==> src/design/ctb_pkg.sv <==
`default_nettype none
package ctb_pkg;

	// field widths
	localparam int VEL_W    = 20;
	localparam int RAD_W    = 24;
	localparam int DEP_W    = 18;
	localparam int SLOPE_W  = 20;
	localparam int FRAC_W   = 16;
	localparam int HW_W     = 18;
	localparam int WID_W    = 19;
	localparam int NUM_W    = 40;
	localparam int QUO_W    = 20;
	localparam int LANES    = 5;
	localparam int COEF_W   = 18;
	localparam int CFG_IW   = 2;
	localparam int CFG_DW   = 24;

	// divider: quotient bits resolved per stage
	localparam int DIV_BITS   = 2;
	localparam int DIV_STAGES = QUO_W / DIV_BITS;

	// lane order of the velocity vector
	localparam int LANE_VSV = 0;
	localparam int LANE_VSH = 1;
	localparam int LANE_VPV = 2;
	localparam int LANE_VPH = 3;
	localparam int LANE_RHO = 4;

	// crustal scalings, Q2.16 slope and Q2.16 intercept
	localparam logic [COEF_W-1:0] CONT_VP_A   = 18'd100919;
	localparam logic [COEF_W-1:0] CONT_VP_B   = 18'd55050;
	localparam logic [COEF_W-1:0] CONT_RHO_A  = 18'd14923;
	localparam logic [COEF_W-1:0] CONT_RHO_B  = 18'd132121;
	localparam logic [COEF_W-1:0] OCEAN_VP_A  = 18'd103973;
	localparam logic [COEF_W-1:0] OCEAN_VP_B  = 18'd55312;
	localparam logic [COEF_W-1:0] OCEAN_RHO_A = 18'd16692;
	localparam logic [COEF_W-1:0] OCEAN_RHO_B = 18'd129696;

	// register reset values
	localparam logic [RAD_W-1:0]   RST_EARTH_RADIUS = 24'd6523904;
	localparam logic [RAD_W-1:0]   RST_ANISO_RADIUS = 24'd6339584;
	localparam logic [SLOPE_W-1:0] RST_ANISO_SLOPE  = 20'd18455;
	localparam logic [FRAC_W-1:0]  RST_TAPER_FRAC   = 16'd16384;

	typedef logic [VEL_W-1:0] vel_t;
	typedef vel_t [LANES-1:0] vel5_t;

	typedef enum logic [1:0] {
		REG_MANTLE = 2'd0,
		REG_CRUST  = 2'd1,
		REG_BLEND  = 2'd2
	} region_t;

	typedef enum logic [CFG_IW-1:0] {
		CFG_EARTH_RADIUS = 2'd0,
		CFG_ANISO_RADIUS = 2'd1,
		CFG_ANISO_SLOPE  = 2'd2,
		CFG_TAPER_FRAC   = 2'd3
	} cfg_idx_t;

	typedef struct packed {
		logic [RAD_W-1:0]   earth_radius;
		logic [RAD_W-1:0]   aniso_radius;
		logic [SLOPE_W-1:0] aniso_slope;
		logic [FRAC_W-1:0]  taper_frac;
	} cfg_t;

	typedef struct packed {
		logic [RAD_W-1:0] radius;
		logic [DEP_W-1:0] crust_depth;
		vel_t             vs;
		logic             oceanic;
		vel5_t            mant;
		logic             last;
	} pt_t;

	// front end result: crustal and mantle values plus band position
	typedef struct packed {
		vel5_t            crust;
		vel5_t            mant;
		logic [WID_W-1:0] offs;
		logic [WID_W-1:0] width;
		logic [HW_W-1:0]  hw;
		region_t          region;
		logic             last;
	} front_t;

	// travels alongside the divider
	typedef struct packed {
		vel5_t   pass;
		region_t region;
		logic    last;
	} side_t;

	// clamp a signed value to the velocity range
	function automatic vel_t sat_vel(input logic signed [27:0] v);
		vel_t r;
		if (v[27]) begin
			r = '0;
		end else if (|v[26:VEL_W]) begin
			r = '1;
		end else begin
			r = v[VEL_W-1:0];
		end
		return r;
	endfunction

endpackage
`default_nettype wire

==> src/design/ctb_front.sv <==
`default_nettype none
// Stages 1 to 3: band limits, region, anisotropy and crustal scalings
module ctb_front (
	input  wire logic          clk,
	input  wire logic          arst_n,
	input  wire logic          en,
	input  wire ctb_pkg::cfg_t cfg,
	input  wire logic          in_valid,
	input  wire ctb_pkg::pt_t  pt,
	output logic               out_valid,
	output ctb_pkg::front_t    out
);

	// ---- stage 1: half width, Moho, |r - r_ani|, scaling products
	logic [ctb_pkg::DEP_W+ctb_pkg::FRAC_W-1:0] hw_prod;
	logic signed [ctb_pkg::RAD_W:0]            d_ani;
	logic [ctb_pkg::COEF_W-1:0]                coef_vp, coef_rho;

	always_comb begin
		hw_prod  = (ctb_pkg::DEP_W+ctb_pkg::FRAC_W)'(pt.crust_depth)
			* (ctb_pkg::DEP_W+ctb_pkg::FRAC_W)'(cfg.taper_frac);
		d_ani    = $signed({1'b0, pt.radius}) - $signed({1'b0, cfg.aniso_radius});
		coef_vp  = pt.oceanic ? ctb_pkg::OCEAN_VP_A  : ctb_pkg::CONT_VP_A;
		coef_rho = pt.oceanic ? ctb_pkg::OCEAN_RHO_A : ctb_pkg::CONT_RHO_A;
	end

	logic                                      v_s1;
	logic [ctb_pkg::HW_W-1:0]                  hw_s1;
	logic signed [ctb_pkg::RAD_W+1:0]          moho_s1;
	logic [ctb_pkg::RAD_W-1:0]                 rad_s1, absd_s1;
	logic                                      dneg_s1, ocean_s1, last_s1;
	logic [ctb_pkg::VEL_W+ctb_pkg::COEF_W-1:0] pvp_s1, prho_s1;
	ctb_pkg::vel_t                             vs_s1;
	ctb_pkg::vel5_t                            mant_s1;

	always_ff @(posedge clk or negedge arst_n) begin
		if (!arst_n) v_s1 <= 1'b0;
		else if (en) v_s1 <= in_valid;
	end

	always_ff @(posedge clk) begin
		if (en) begin
			hw_s1    <= hw_prod[ctb_pkg::DEP_W+ctb_pkg::FRAC_W-1:ctb_pkg::FRAC_W];
			moho_s1  <= $signed({2'b0, cfg.earth_radius})
				- $signed({(ctb_pkg::RAD_W+2-ctb_pkg::DEP_W)'(0), pt.crust_depth});
			rad_s1   <= pt.radius;
			dneg_s1  <= d_ani[ctb_pkg::RAD_W];
			absd_s1  <= d_ani[ctb_pkg::RAD_W] ? ctb_pkg::RAD_W'(-d_ani)
				: d_ani[ctb_pkg::RAD_W-1:0];
			pvp_s1   <= (ctb_pkg::VEL_W+ctb_pkg::COEF_W)'(pt.vs)
				* (ctb_pkg::VEL_W+ctb_pkg::COEF_W)'(coef_vp);
			prho_s1  <= (ctb_pkg::VEL_W+ctb_pkg::COEF_W)'(pt.vs)
				* (ctb_pkg::VEL_W+ctb_pkg::COEF_W)'(coef_rho);
			ocean_s1 <= pt.oceanic;
			vs_s1    <= pt.vs;
			mant_s1  <= pt.mant;
			last_s1  <= pt.last;
		end
	end

	// ---- stage 2: band limits, region, anisotropy product, rounding of the scalings
	localparam int PW = ctb_pkg::VEL_W + ctb_pkg::COEF_W;
	logic signed [ctb_pkg::RAD_W+1:0] rad_sx, bot, top, dist_full;
	logic [PW-1:0]                    rvp, rrho;
	logic [22:0]                      vp_sum, rho_sum;
	logic [ctb_pkg::COEF_W-1:0]       icpt_vp, icpt_rho;
	ctb_pkg::region_t                 region;

	always_comb begin
		rad_sx    = $signed({2'b0, rad_s1});
		bot       = moho_s1 - $signed({(ctb_pkg::RAD_W+2-ctb_pkg::HW_W)'(0), hw_s1});
		top       = moho_s1 + $signed({(ctb_pkg::RAD_W+2-ctb_pkg::HW_W)'(0), hw_s1});
		dist_full = rad_sx - bot;
		icpt_vp   = ocean_s1 ? ctb_pkg::OCEAN_VP_B  : ctb_pkg::CONT_VP_B;
		icpt_rho  = ocean_s1 ? ctb_pkg::OCEAN_RHO_B : ctb_pkg::CONT_RHO_B;
		rvp       = pvp_s1  + PW'(32768);
		rrho      = prho_s1 + PW'(32768);
		vp_sum    = 23'(rvp[PW-1:16])  + 23'(icpt_vp);
		rho_sum   = 23'(rrho[PW-1:16]) + 23'(icpt_rho);
		priority if (rad_sx < bot) begin
			region = ctb_pkg::REG_MANTLE;
		end else if (rad_sx > top || hw_s1 == '0) begin
			region = ctb_pkg::REG_CRUST;
		end else begin
			region = ctb_pkg::REG_BLEND;
		end
	end

	logic                                       v_s2, dneg_s2, last_s2;
	logic [ctb_pkg::RAD_W+ctb_pkg::SLOPE_W-1:0] ani_s2;
	ctb_pkg::region_t                           region_s2;
	logic [ctb_pkg::WID_W-1:0]                  dist_s2;
	logic [ctb_pkg::HW_W-1:0]                   hw_s2;
	ctb_pkg::vel_t                              vs_s2, vp_s2, rho_s2;
	ctb_pkg::vel5_t                             mant_s2;

	always_ff @(posedge clk or negedge arst_n) begin
		if (!arst_n) v_s2 <= 1'b0;
		else if (en) v_s2 <= v_s1;
	end

	always_ff @(posedge clk) begin
		if (en) begin
			ani_s2    <= (ctb_pkg::RAD_W+ctb_pkg::SLOPE_W)'(absd_s1)
				* (ctb_pkg::RAD_W+ctb_pkg::SLOPE_W)'(cfg.aniso_slope);
			dneg_s2   <= dneg_s1;
			region_s2 <= region;
			dist_s2   <= dist_full[ctb_pkg::WID_W-1:0];
			hw_s2     <= hw_s1;
			vs_s2     <= vs_s1;
			vp_s2     <= ctb_pkg::sat_vel($signed({5'b0, vp_sum}));
			rho_s2    <= ctb_pkg::sat_vel($signed({5'b0, rho_sum}));
			mant_s2   <= mant_s1;
			last_s2   <= last_s1;
		end
	end

	// ---- stage 3: anisotropy term, shear velocities
	localparam int AW = ctb_pkg::RAD_W + ctb_pkg::SLOPE_W;
	logic [AW:0]                rani;
	logic [AW-19:0]             mag;
	logic signed [27:0]         vs_x, mag_x;
	ctb_pkg::vel5_t             crust;

	always_comb begin
		rani  = {1'b0, ani_s2} + (AW+1)'(262144);
		mag   = rani[AW:19];
		vs_x  = $signed({8'b0, vs_s2});
		mag_x = $signed({(28-(AW-18))'(0), mag});
		crust[ctb_pkg::LANE_VSV] = ctb_pkg::sat_vel(dneg_s2 ? vs_x + mag_x : vs_x - mag_x);
		crust[ctb_pkg::LANE_VSH] = ctb_pkg::sat_vel(dneg_s2 ? vs_x - mag_x : vs_x + mag_x);
		crust[ctb_pkg::LANE_VPV] = vp_s2;
		crust[ctb_pkg::LANE_VPH] = vp_s2;
		crust[ctb_pkg::LANE_RHO] = rho_s2;
	end

	logic            v_s3;
	ctb_pkg::front_t f_s3;

	always_ff @(posedge clk or negedge arst_n) begin
		if (!arst_n) v_s3 <= 1'b0;
		else if (en) v_s3 <= v_s2;
	end

	always_ff @(posedge clk) begin
		if (en) begin
			f_s3.crust  <= crust;
			f_s3.mant   <= mant_s2;
			f_s3.offs   <= dist_s2;
			f_s3.width  <= {hw_s2, 1'b0};
			f_s3.hw     <= hw_s2;
			f_s3.region <= region_s2;
			f_s3.last   <= last_s2;
		end
	end

	assign out_valid = v_s3;
	assign out       = f_s3;

	// a blended point lies within the band, and its band is never empty
	a_blend_dist: assert property (@(posedge clk) disable iff (!arst_n)
		v_s3 && f_s3.region == ctb_pkg::REG_BLEND |-> f_s3.offs <= f_s3.width)
		else $error("blend distance beyond band width");
	a_blend_width: assert property (@(posedge clk) disable iff (!arst_n)
		v_s3 && f_s3.width == '0 |-> f_s3.region != ctb_pkg::REG_BLEND)
		else $error("blend with zero-width band");

endmodule
`default_nettype wire

==> config.mk <==
export PLATFORM = sky130hd
export DESIGN_NAME = ctb_front
export DESIGN_NICKNAME = d
export VERILOG_FILES = /design/src/design/ctb_pkg.sv /design/src/design/ctb_front.sv
export SDC_FILE = /design/constraint.sdc
export NUM_CORES = 2
export LEC_CHECK = 0
export BUFFER_PORTS_ARGS = -buffer_cell sky130_fd_sc_hd__buf_4
export CORE_MARGIN = 2
export CORE_UTILIZATION = 35
export DETAILED_ROUTE_END_ITERATION = 10
export HOLD_SLACK_MARGIN = 0.03
export PLACE_DENSITY = 0.59
export SYNTH_ARGS = -nofsm -noshare
export SYNTH_HDL_FRONTEND = slang
export SYNTH_SLANG_ARGS = --single-unit
export TNS_END_PERCENT = 1
==> constraint.sdc <==
create_clock -name clk -period 12.3 [get_ports clk]
set_input_delay 1.845 -clock clk [delete_from_list [all_inputs] [get_ports clk]]
set_output_delay 1.845 -clock clk [all_outputs]
set_load 0.01 [all_outputs]
== Word level (Yosys, flattened, before mapping) ==
Cells that the tools add are included.

* Logic and storage cells: 80
* Input port bits: 252
* Bits in registers: 759

* Multiplexer cells: 10
* Add/sub/neg operators: 13
* Reduce and logical (&&, ||, !) cells: 6
* Multiply operators: 4
* Magnitude comparators: 2

{| class="wikitable"
|+ Operators with widths
! operator !! count
|-
| 38-bit by 16-bit adder with 38-bit output (second input constant) || 2
|-
| 28-bit two-way mux || 2
|-
| 44-bit by 19-bit adder with 45-bit output (second input constant) || 1
|-
| 24-bit by 20-bit multiplier with 44-bit output || 1
|-
| 20-bit two-way mux || 2
|-
| 20-bit by 17-bit multiplier with 37-bit output || 1
|-
| 20-bit by 15-bit multiplier with 35-bit output || 1
|-
| 18-bit by 16-bit multiplier with 34-bit output || 1
|-
| 20-bit by 26-bit adder with 27-bit output || 1
|-
| 20-bit by 26-bit subtractor with 27-bit output || 1
|-
| 26-bit by 19-bit adder with 26-bit output || 1
|-
| 25-bit by 26-bit greater-than comparator with 1-bit output || 1
|-
| 25-bit by 26-bit less-than comparator with 1-bit output || 1
|-
| 26-bit by 19-bit subtractor with 26-bit output || 1
|-
| 24-bit by 18-bit subtractor with 25-bit output || 1
|-
| 24-bit by 24-bit subtractor with 25-bit output || 1
|-
| 24-bit two-way mux || 1
|-
| 24-bit negator || 1
|-
| 22-bit by 16-bit adder with 23-bit output || 1
|-
| 22-bit by 18-bit adder with 23-bit output || 1
|-
| 19-bit subtractor || 1
|-
| 18-bit logical NOT || 1
|-
| 18-bit two-way mux || 1
|-
| 15-bit two-way mux || 1
|-
| 6 further kinds || 8
|}

== Logic depth before layout (Yosys ltp) ==
* Depth after elaboration: 5
* Depth in mapped cells: 27
* Mapped depth without buffers: 26

== Worst setup path after synthesis ==
OpenSTA, ideal clock, no wires.

* Path kind: input port to flip-flop
* From: input cfg[32] (netlist bit)
* To: register ani_s2[43] (netlist bit), data pin
* Data arrival time: 7.986 ns
* Stages: 23
* Required time: 12.037 ns
* Path slack: 4.051 ns
* Path buffers: 1
* Cells stage by stage: clkbuf_1 > nand2_1 > fa_1 > inv_1 > fa_1 > fa_1 > fa_1 > fa_1 > fa_1 > inv_1 > fa_1 > inv_1 > ha_1 > a21o_1 > a21o_1 > a221o_1 > o21ai_0 > a31oi_1 > nand3_1 > a21oi_1 > or2_2 > a311oi_1 > xnor2_1

* Longest elaborated chain between the ends: 1

{| class="wikitable"
|+ Ends and longest elaborated chain
! what !! RTL line !! source
|-
| start: declaration || ctb_front.sv:7 || <nowiki>input wire ctb_pkg::cfg_t cfg,</nowiki>
|-
| 24-bit by 20-bit multiplier with 44-bit output || ctb_front.sv:105 || <nowiki>* (ctb_pkg::RAD_W+ctb_pkg::SLOPE_W)'(cfg.aniso_slope);</nowiki>
|-
| end signal: assignment || ctb_front.sv:104 || <nowiki>ani_s2 <= (ctb_pkg::RAD_W+ctb_pkg::SLOPE_W)'(absd_s1)</nowiki>
|-
| end: declaration || ctb_front.sv:90 || <nowiki>logic [ctb_pkg::RAD_W+ctb_pkg::SLOPE_W-1:0] ani_s2;</nowiki>
|}

Every way passes these cells.
A chain may end at the register's enable or synchronous reset.

== Worst setup path in the final report ==
* From: input pt[101] (netlist bit)
* To: register prho_s1[34] (netlist bit), data pin

* Longest elaborated chain between the ends: 2

{| class="wikitable"
|+ Ends and longest elaborated chain
! what !! RTL line !! source
|-
| start: declaration || ctb_front.sv:9 || <nowiki>input wire ctb_pkg::pt_t pt,</nowiki>
|-
| 15-bit two-way mux || ctb_front.sv:24 || <nowiki>coef_rho = pt.oceanic ? ctb_pkg::OCEAN_RHO_A : ctb_pkg::CONT_RHO_A;</nowiki>
|-
| 20-bit by 15-bit multiplier with 35-bit output || ctb_front.sv:53 || <nowiki>* (ctb_pkg::VEL_W+ctb_pkg::COEF_W)'(coef_rho);</nowiki>
|-
| end signal: assignment || ctb_front.sv:52 || <nowiki>prho_s1 <= (ctb_pkg::VEL_W+ctb_pkg::COEF_W)'(pt.vs)</nowiki>
|-
| end: declaration || ctb_front.sv:32 || <nowiki>logic [ctb_pkg::VEL_W+ctb_pkg::COEF_W-1:0] pvp_s1, prho_s1;</nowiki>
|}

Every way passes these cells.

==> results by group <==
Drt
  – Highest routed layer: met5
  – M1 WL: roughly 74000 um
  – Routed wire length: between 150000 and 200000 um
  – DR DRC count: 0
  – First drt pass iteration count: 7
  – DR WL met2: 85700 um
  – Via count: 47000
  – Initial drt markers: between 2000 and 3000
  – Per-cell routed wire length: about 18 um
  – Vias/cell: roughly 4.8
  – Met3 WL post-DR: between 8000 and 9000 um
  – Antenna-violating nets left: 0

Synth
  – Xor-xnor portion of the synthesized cell area: around 3.8%
  – Distinct cells, synth: 90
  – Post-Synth Adder-Cell Area: around two fifths
  – Complex-gate fraction of the synthesized area: 6.60%
  – Asr flop ratio synth: 0.425%
  – Flops & latches, synth: 706
  – Simple-Gate Fraction of Synth Area: roughly 11%
  – Proportion of netlist area held by the largest area contributor: between 20 and 30%
  – Post-synth top flop: edfxtp_1
  – Synth Cell Area: 0.0706 mm^2
  – Top cells by area, synth: edfxtp_1 30%, fa_1 26%, ha_1 13%
  – Mapped Cells: around 6600
  – Mux contribution to synthesized area: 0.190%
  – Avg Inst Size Synth: roughly 11 um^2
  – Main combinational cell family by area after synthesis: adder cells
  – Number of flops mapped to enable cells by yosys: between 700 and 800
  – Cell taking the most area after synthesis: edfxtp_1
  – Sequential area share after synthesis: 30.0%
  – Yosys Warn Count: 0

CTS
  – CTS buffer count: 80
  – Skew-Pair Late Insertion Delay: ~700 ps
  – Post-CTS Setup Bufs: 0
  – TritonCTS clock tree: done
  – Clock sink count: 706
  – Clk root buf: clkbuf_16
  – Clock slew at reported path FFs: approximately 60 ps
  – Hold Buf Count CTS: 0
  – Cells resized by post-CTS repair: 0
  – Clk buf depth: 3
  – H-tree Lvls: 3

STA
  – Layout Skew: approximately 28 ps
  – Final hold viol count: 0
  – Unrepaired setup endpoints after global routing: false
  – Setup violators final: 0
  – Max-slew violations: 0
  – Final min period: ~8200 ps
  – Worst Tran Pin Value: approximately 1100 ps
  – Relative slew slack: 29.7%
  – Max frequency: roughly 120 MHz
  – Final setup TNS: 0 ps
  – Final worst-path cycle share: 66.5%

Critical path
  – Max stage delay cell, worst path: nor2b_1
  – Slowest stage delay, CP: between 600 and 700 ps
  – Setup slack, reg-to-reg: 4580 ps
  – Worst r2r path cells: 23
  – Sequence of cells on the critical path: buf_4 > nor2b_1 > fa_1 > inv_1 > fa_1 > fa_1 > inv_1 > fa_1 > fa_1 > inv_1 > fa_1 > inv_1 > ha_1 > a211o_1 > a221oi_1 > o211ai_1 > o211ai_1 > a21oi_1 > o21ai_0 > nand2_1 > a21oi_1 > o21ai_0 > xnor2_1
  – Top cell by count, worst path: fa_1
  – Worst r2r dst: ani_s2[43]
  – Worst Setup Path Type: in2reg
  – Crit path capture type: flip-flop
  – Crit path max fanout: between 40 and 50
  – CP arrival: a little under 9000 ps
  – Startpoint types: primary input
  – Crit path required time: ~13000 ps
  – Critical R2R Launch: absd_s1[18]

Min path
  – HP Start: mant_s1[1]
  – WHS Endpoint: mant_s2[1]
  – Worst hold path class: reg2reg
  – Worst Hold Depth: 0

Floorplan
  – Row count: 164
  – IO Pins: just over 500
  – Core region area: 0.200 mm^2
  – Starting Density: between 30% and 40%
  – Die Y: 453 um
  – Die width: around 450 um
  – Die Footprint: 0.205 mm^2

Final layout
  – Non-Filler Cell Area, Final: around 0.08 mm^2
  – Area added between synthesis and finish: 12.8%
  – Post-layout util: between 30% and 40%
  – Nets: 8918
  – Fraction of layout cells with a size suffix above 1: 9.94%

Placement
  – Placed cell area: around 0.077 mm^2
  – GPL Wtd Cong: between 0.8 and 0.9
  – Port-buffer cells: about 500
  – Detailed placement HPWL: between 100000 and 150000 um

GRT
  – Vias in the first global route: approximately 49000
  – Total GRT Usage: 17.0%
  – Global route overflow: 0
  – Largest net degree at the start of global routing: approximately 160
  – First-pass GRT wire length: 274000 um
  – Initial antenna violation count: 14

Outcome
  – Outcome: finished clean

Run
  – Maxcap violations: 0
cell type report:
cell class	count	area (um^2)
fill	19400	120000
timing repair buffer	527	3990
sequential	706	21200
clock buffer	91	2040
inverter	1323	4970
clock inverter	53	608
tap	2656	3320
multi-input combinational	4354	43600
antenna	1	2.50
stage by stage:
stage               hold WS (ps)  setup slack, ps  std cells
floorplan                    400             4050       6618
global placement             400             3470       9566
detailed placement           405             3340       9566
CTS                          404             4140       9710
global route                 406             3710       9711
finish                       408             4120       9711
how the worst max path moves through the flow:
| stage | start | end |
|---|---|---|
| after CTS | pt[101] | prho_s1[34] |
| after global routing | pt[101] | prho_s1[34] |
| after global placement | pt[101] | prho_s1[34] |
| after floorplan | cfg[32] | ani_s2[43] |
| final | pt[101] | prho_s1[34] |
| after detailed placement | pt[101] | prho_s1[34] |
logic make-up after synthesis:
family                     after synthesis
adders and majority gates             1674
and+or+nand+nor                       1611
buffers and inverters                 1558
AOI/OAI and AO/OA                      710
DFF                                    706
xor gates and xnor gates               305
muxes                                   13
other                                    2
critical path: cells and delay by family:
| family | cells | cell delay, ps |
|---|---|---|
| AO/OA/AOI/OAI | 8 | 2160 |
| buffers and inverters | 5 | 460 |
| AND/OR/NAND/NOR | 2 | 770 |
| XOR/XNOR | 1 | 140 |
| adder cells (fa/ha/maj) | 7 | 3240 |
cells in the final DEF (no fill, tap or decap), types with 29 or more instances in the layout:
cell / synthesis / routed
edfxtp_1: 703 / 703
nor2b_1: 49 / 49
xor2_1: 96 / 96
and3_1: 30 / 30
nand2b_1: 40 / 40
nand2_1: 586 / 586
nor2_1: 212 / 212
nand4_1: 34 / 34
xnor2_1: 209 / 209
o21a_1: 34 / 34
a211oi_1: 29 / 29
inv_1: 1322 / 1322
o21bai_1: 36 / 36
ha_1: 754 / 754
nor3_1: 70 / 70
o21ai_0: 122 / 122
fa_1: 920 / 920
nand3_1: 62 / 62
conb_1: 2 / 41
and2_1: 405 / 405
a21oi_1: 209 / 209
buf_4: 40 / 524
clkbuf_16: 0 / 80
a21o_1: 81 / 81
layer usage:
layer | GRT usage [%] | up-vias
met1 | 22.0 | 23700
met5 | 0 | -
met3 | 2.24 | 266
li1 | - | 21900
met2 | 29.3 | 1049
met4 | 5.82 | 10
cells in the mapped netlist (36+ instances only):
library cell / count
a21o_1: 81
a21oi_1: 209
and2_1: 405
buf_4: 40
clkbuf_1: 179
edfxtp_1: 703
fa_1: 920
ha_1: 754
inv_1: 1322
nand2_1: 586
nand2b_1: 40
nand3_1: 62
nor2_1: 212
nor2b_1: 49
nor3_1: 70
o21ai_0: 122
o21bai_1: 36
xnor2_1: 209
xor2_1: 96
sequential cells by signal, indices dropped and copies added, names as in the netlist, 2 cells and up:
register,count
absd_s1,24
ani_s2,26
dist_s2,19
hw_s1,18
hw_s2,18
mant_s1,100
mant_s2,100
moho_s1,25
out,220
prho_s1,20
pvp_s1,22
rad_s1,24
region_s2,2
rho_s2,20
vp_s2,20
vs_s1,20
vs_s2,20
Power is left out: the tool's default activity adds up to more than one toggle a clock period on the data nets, which glitch-free logic cannot reach.
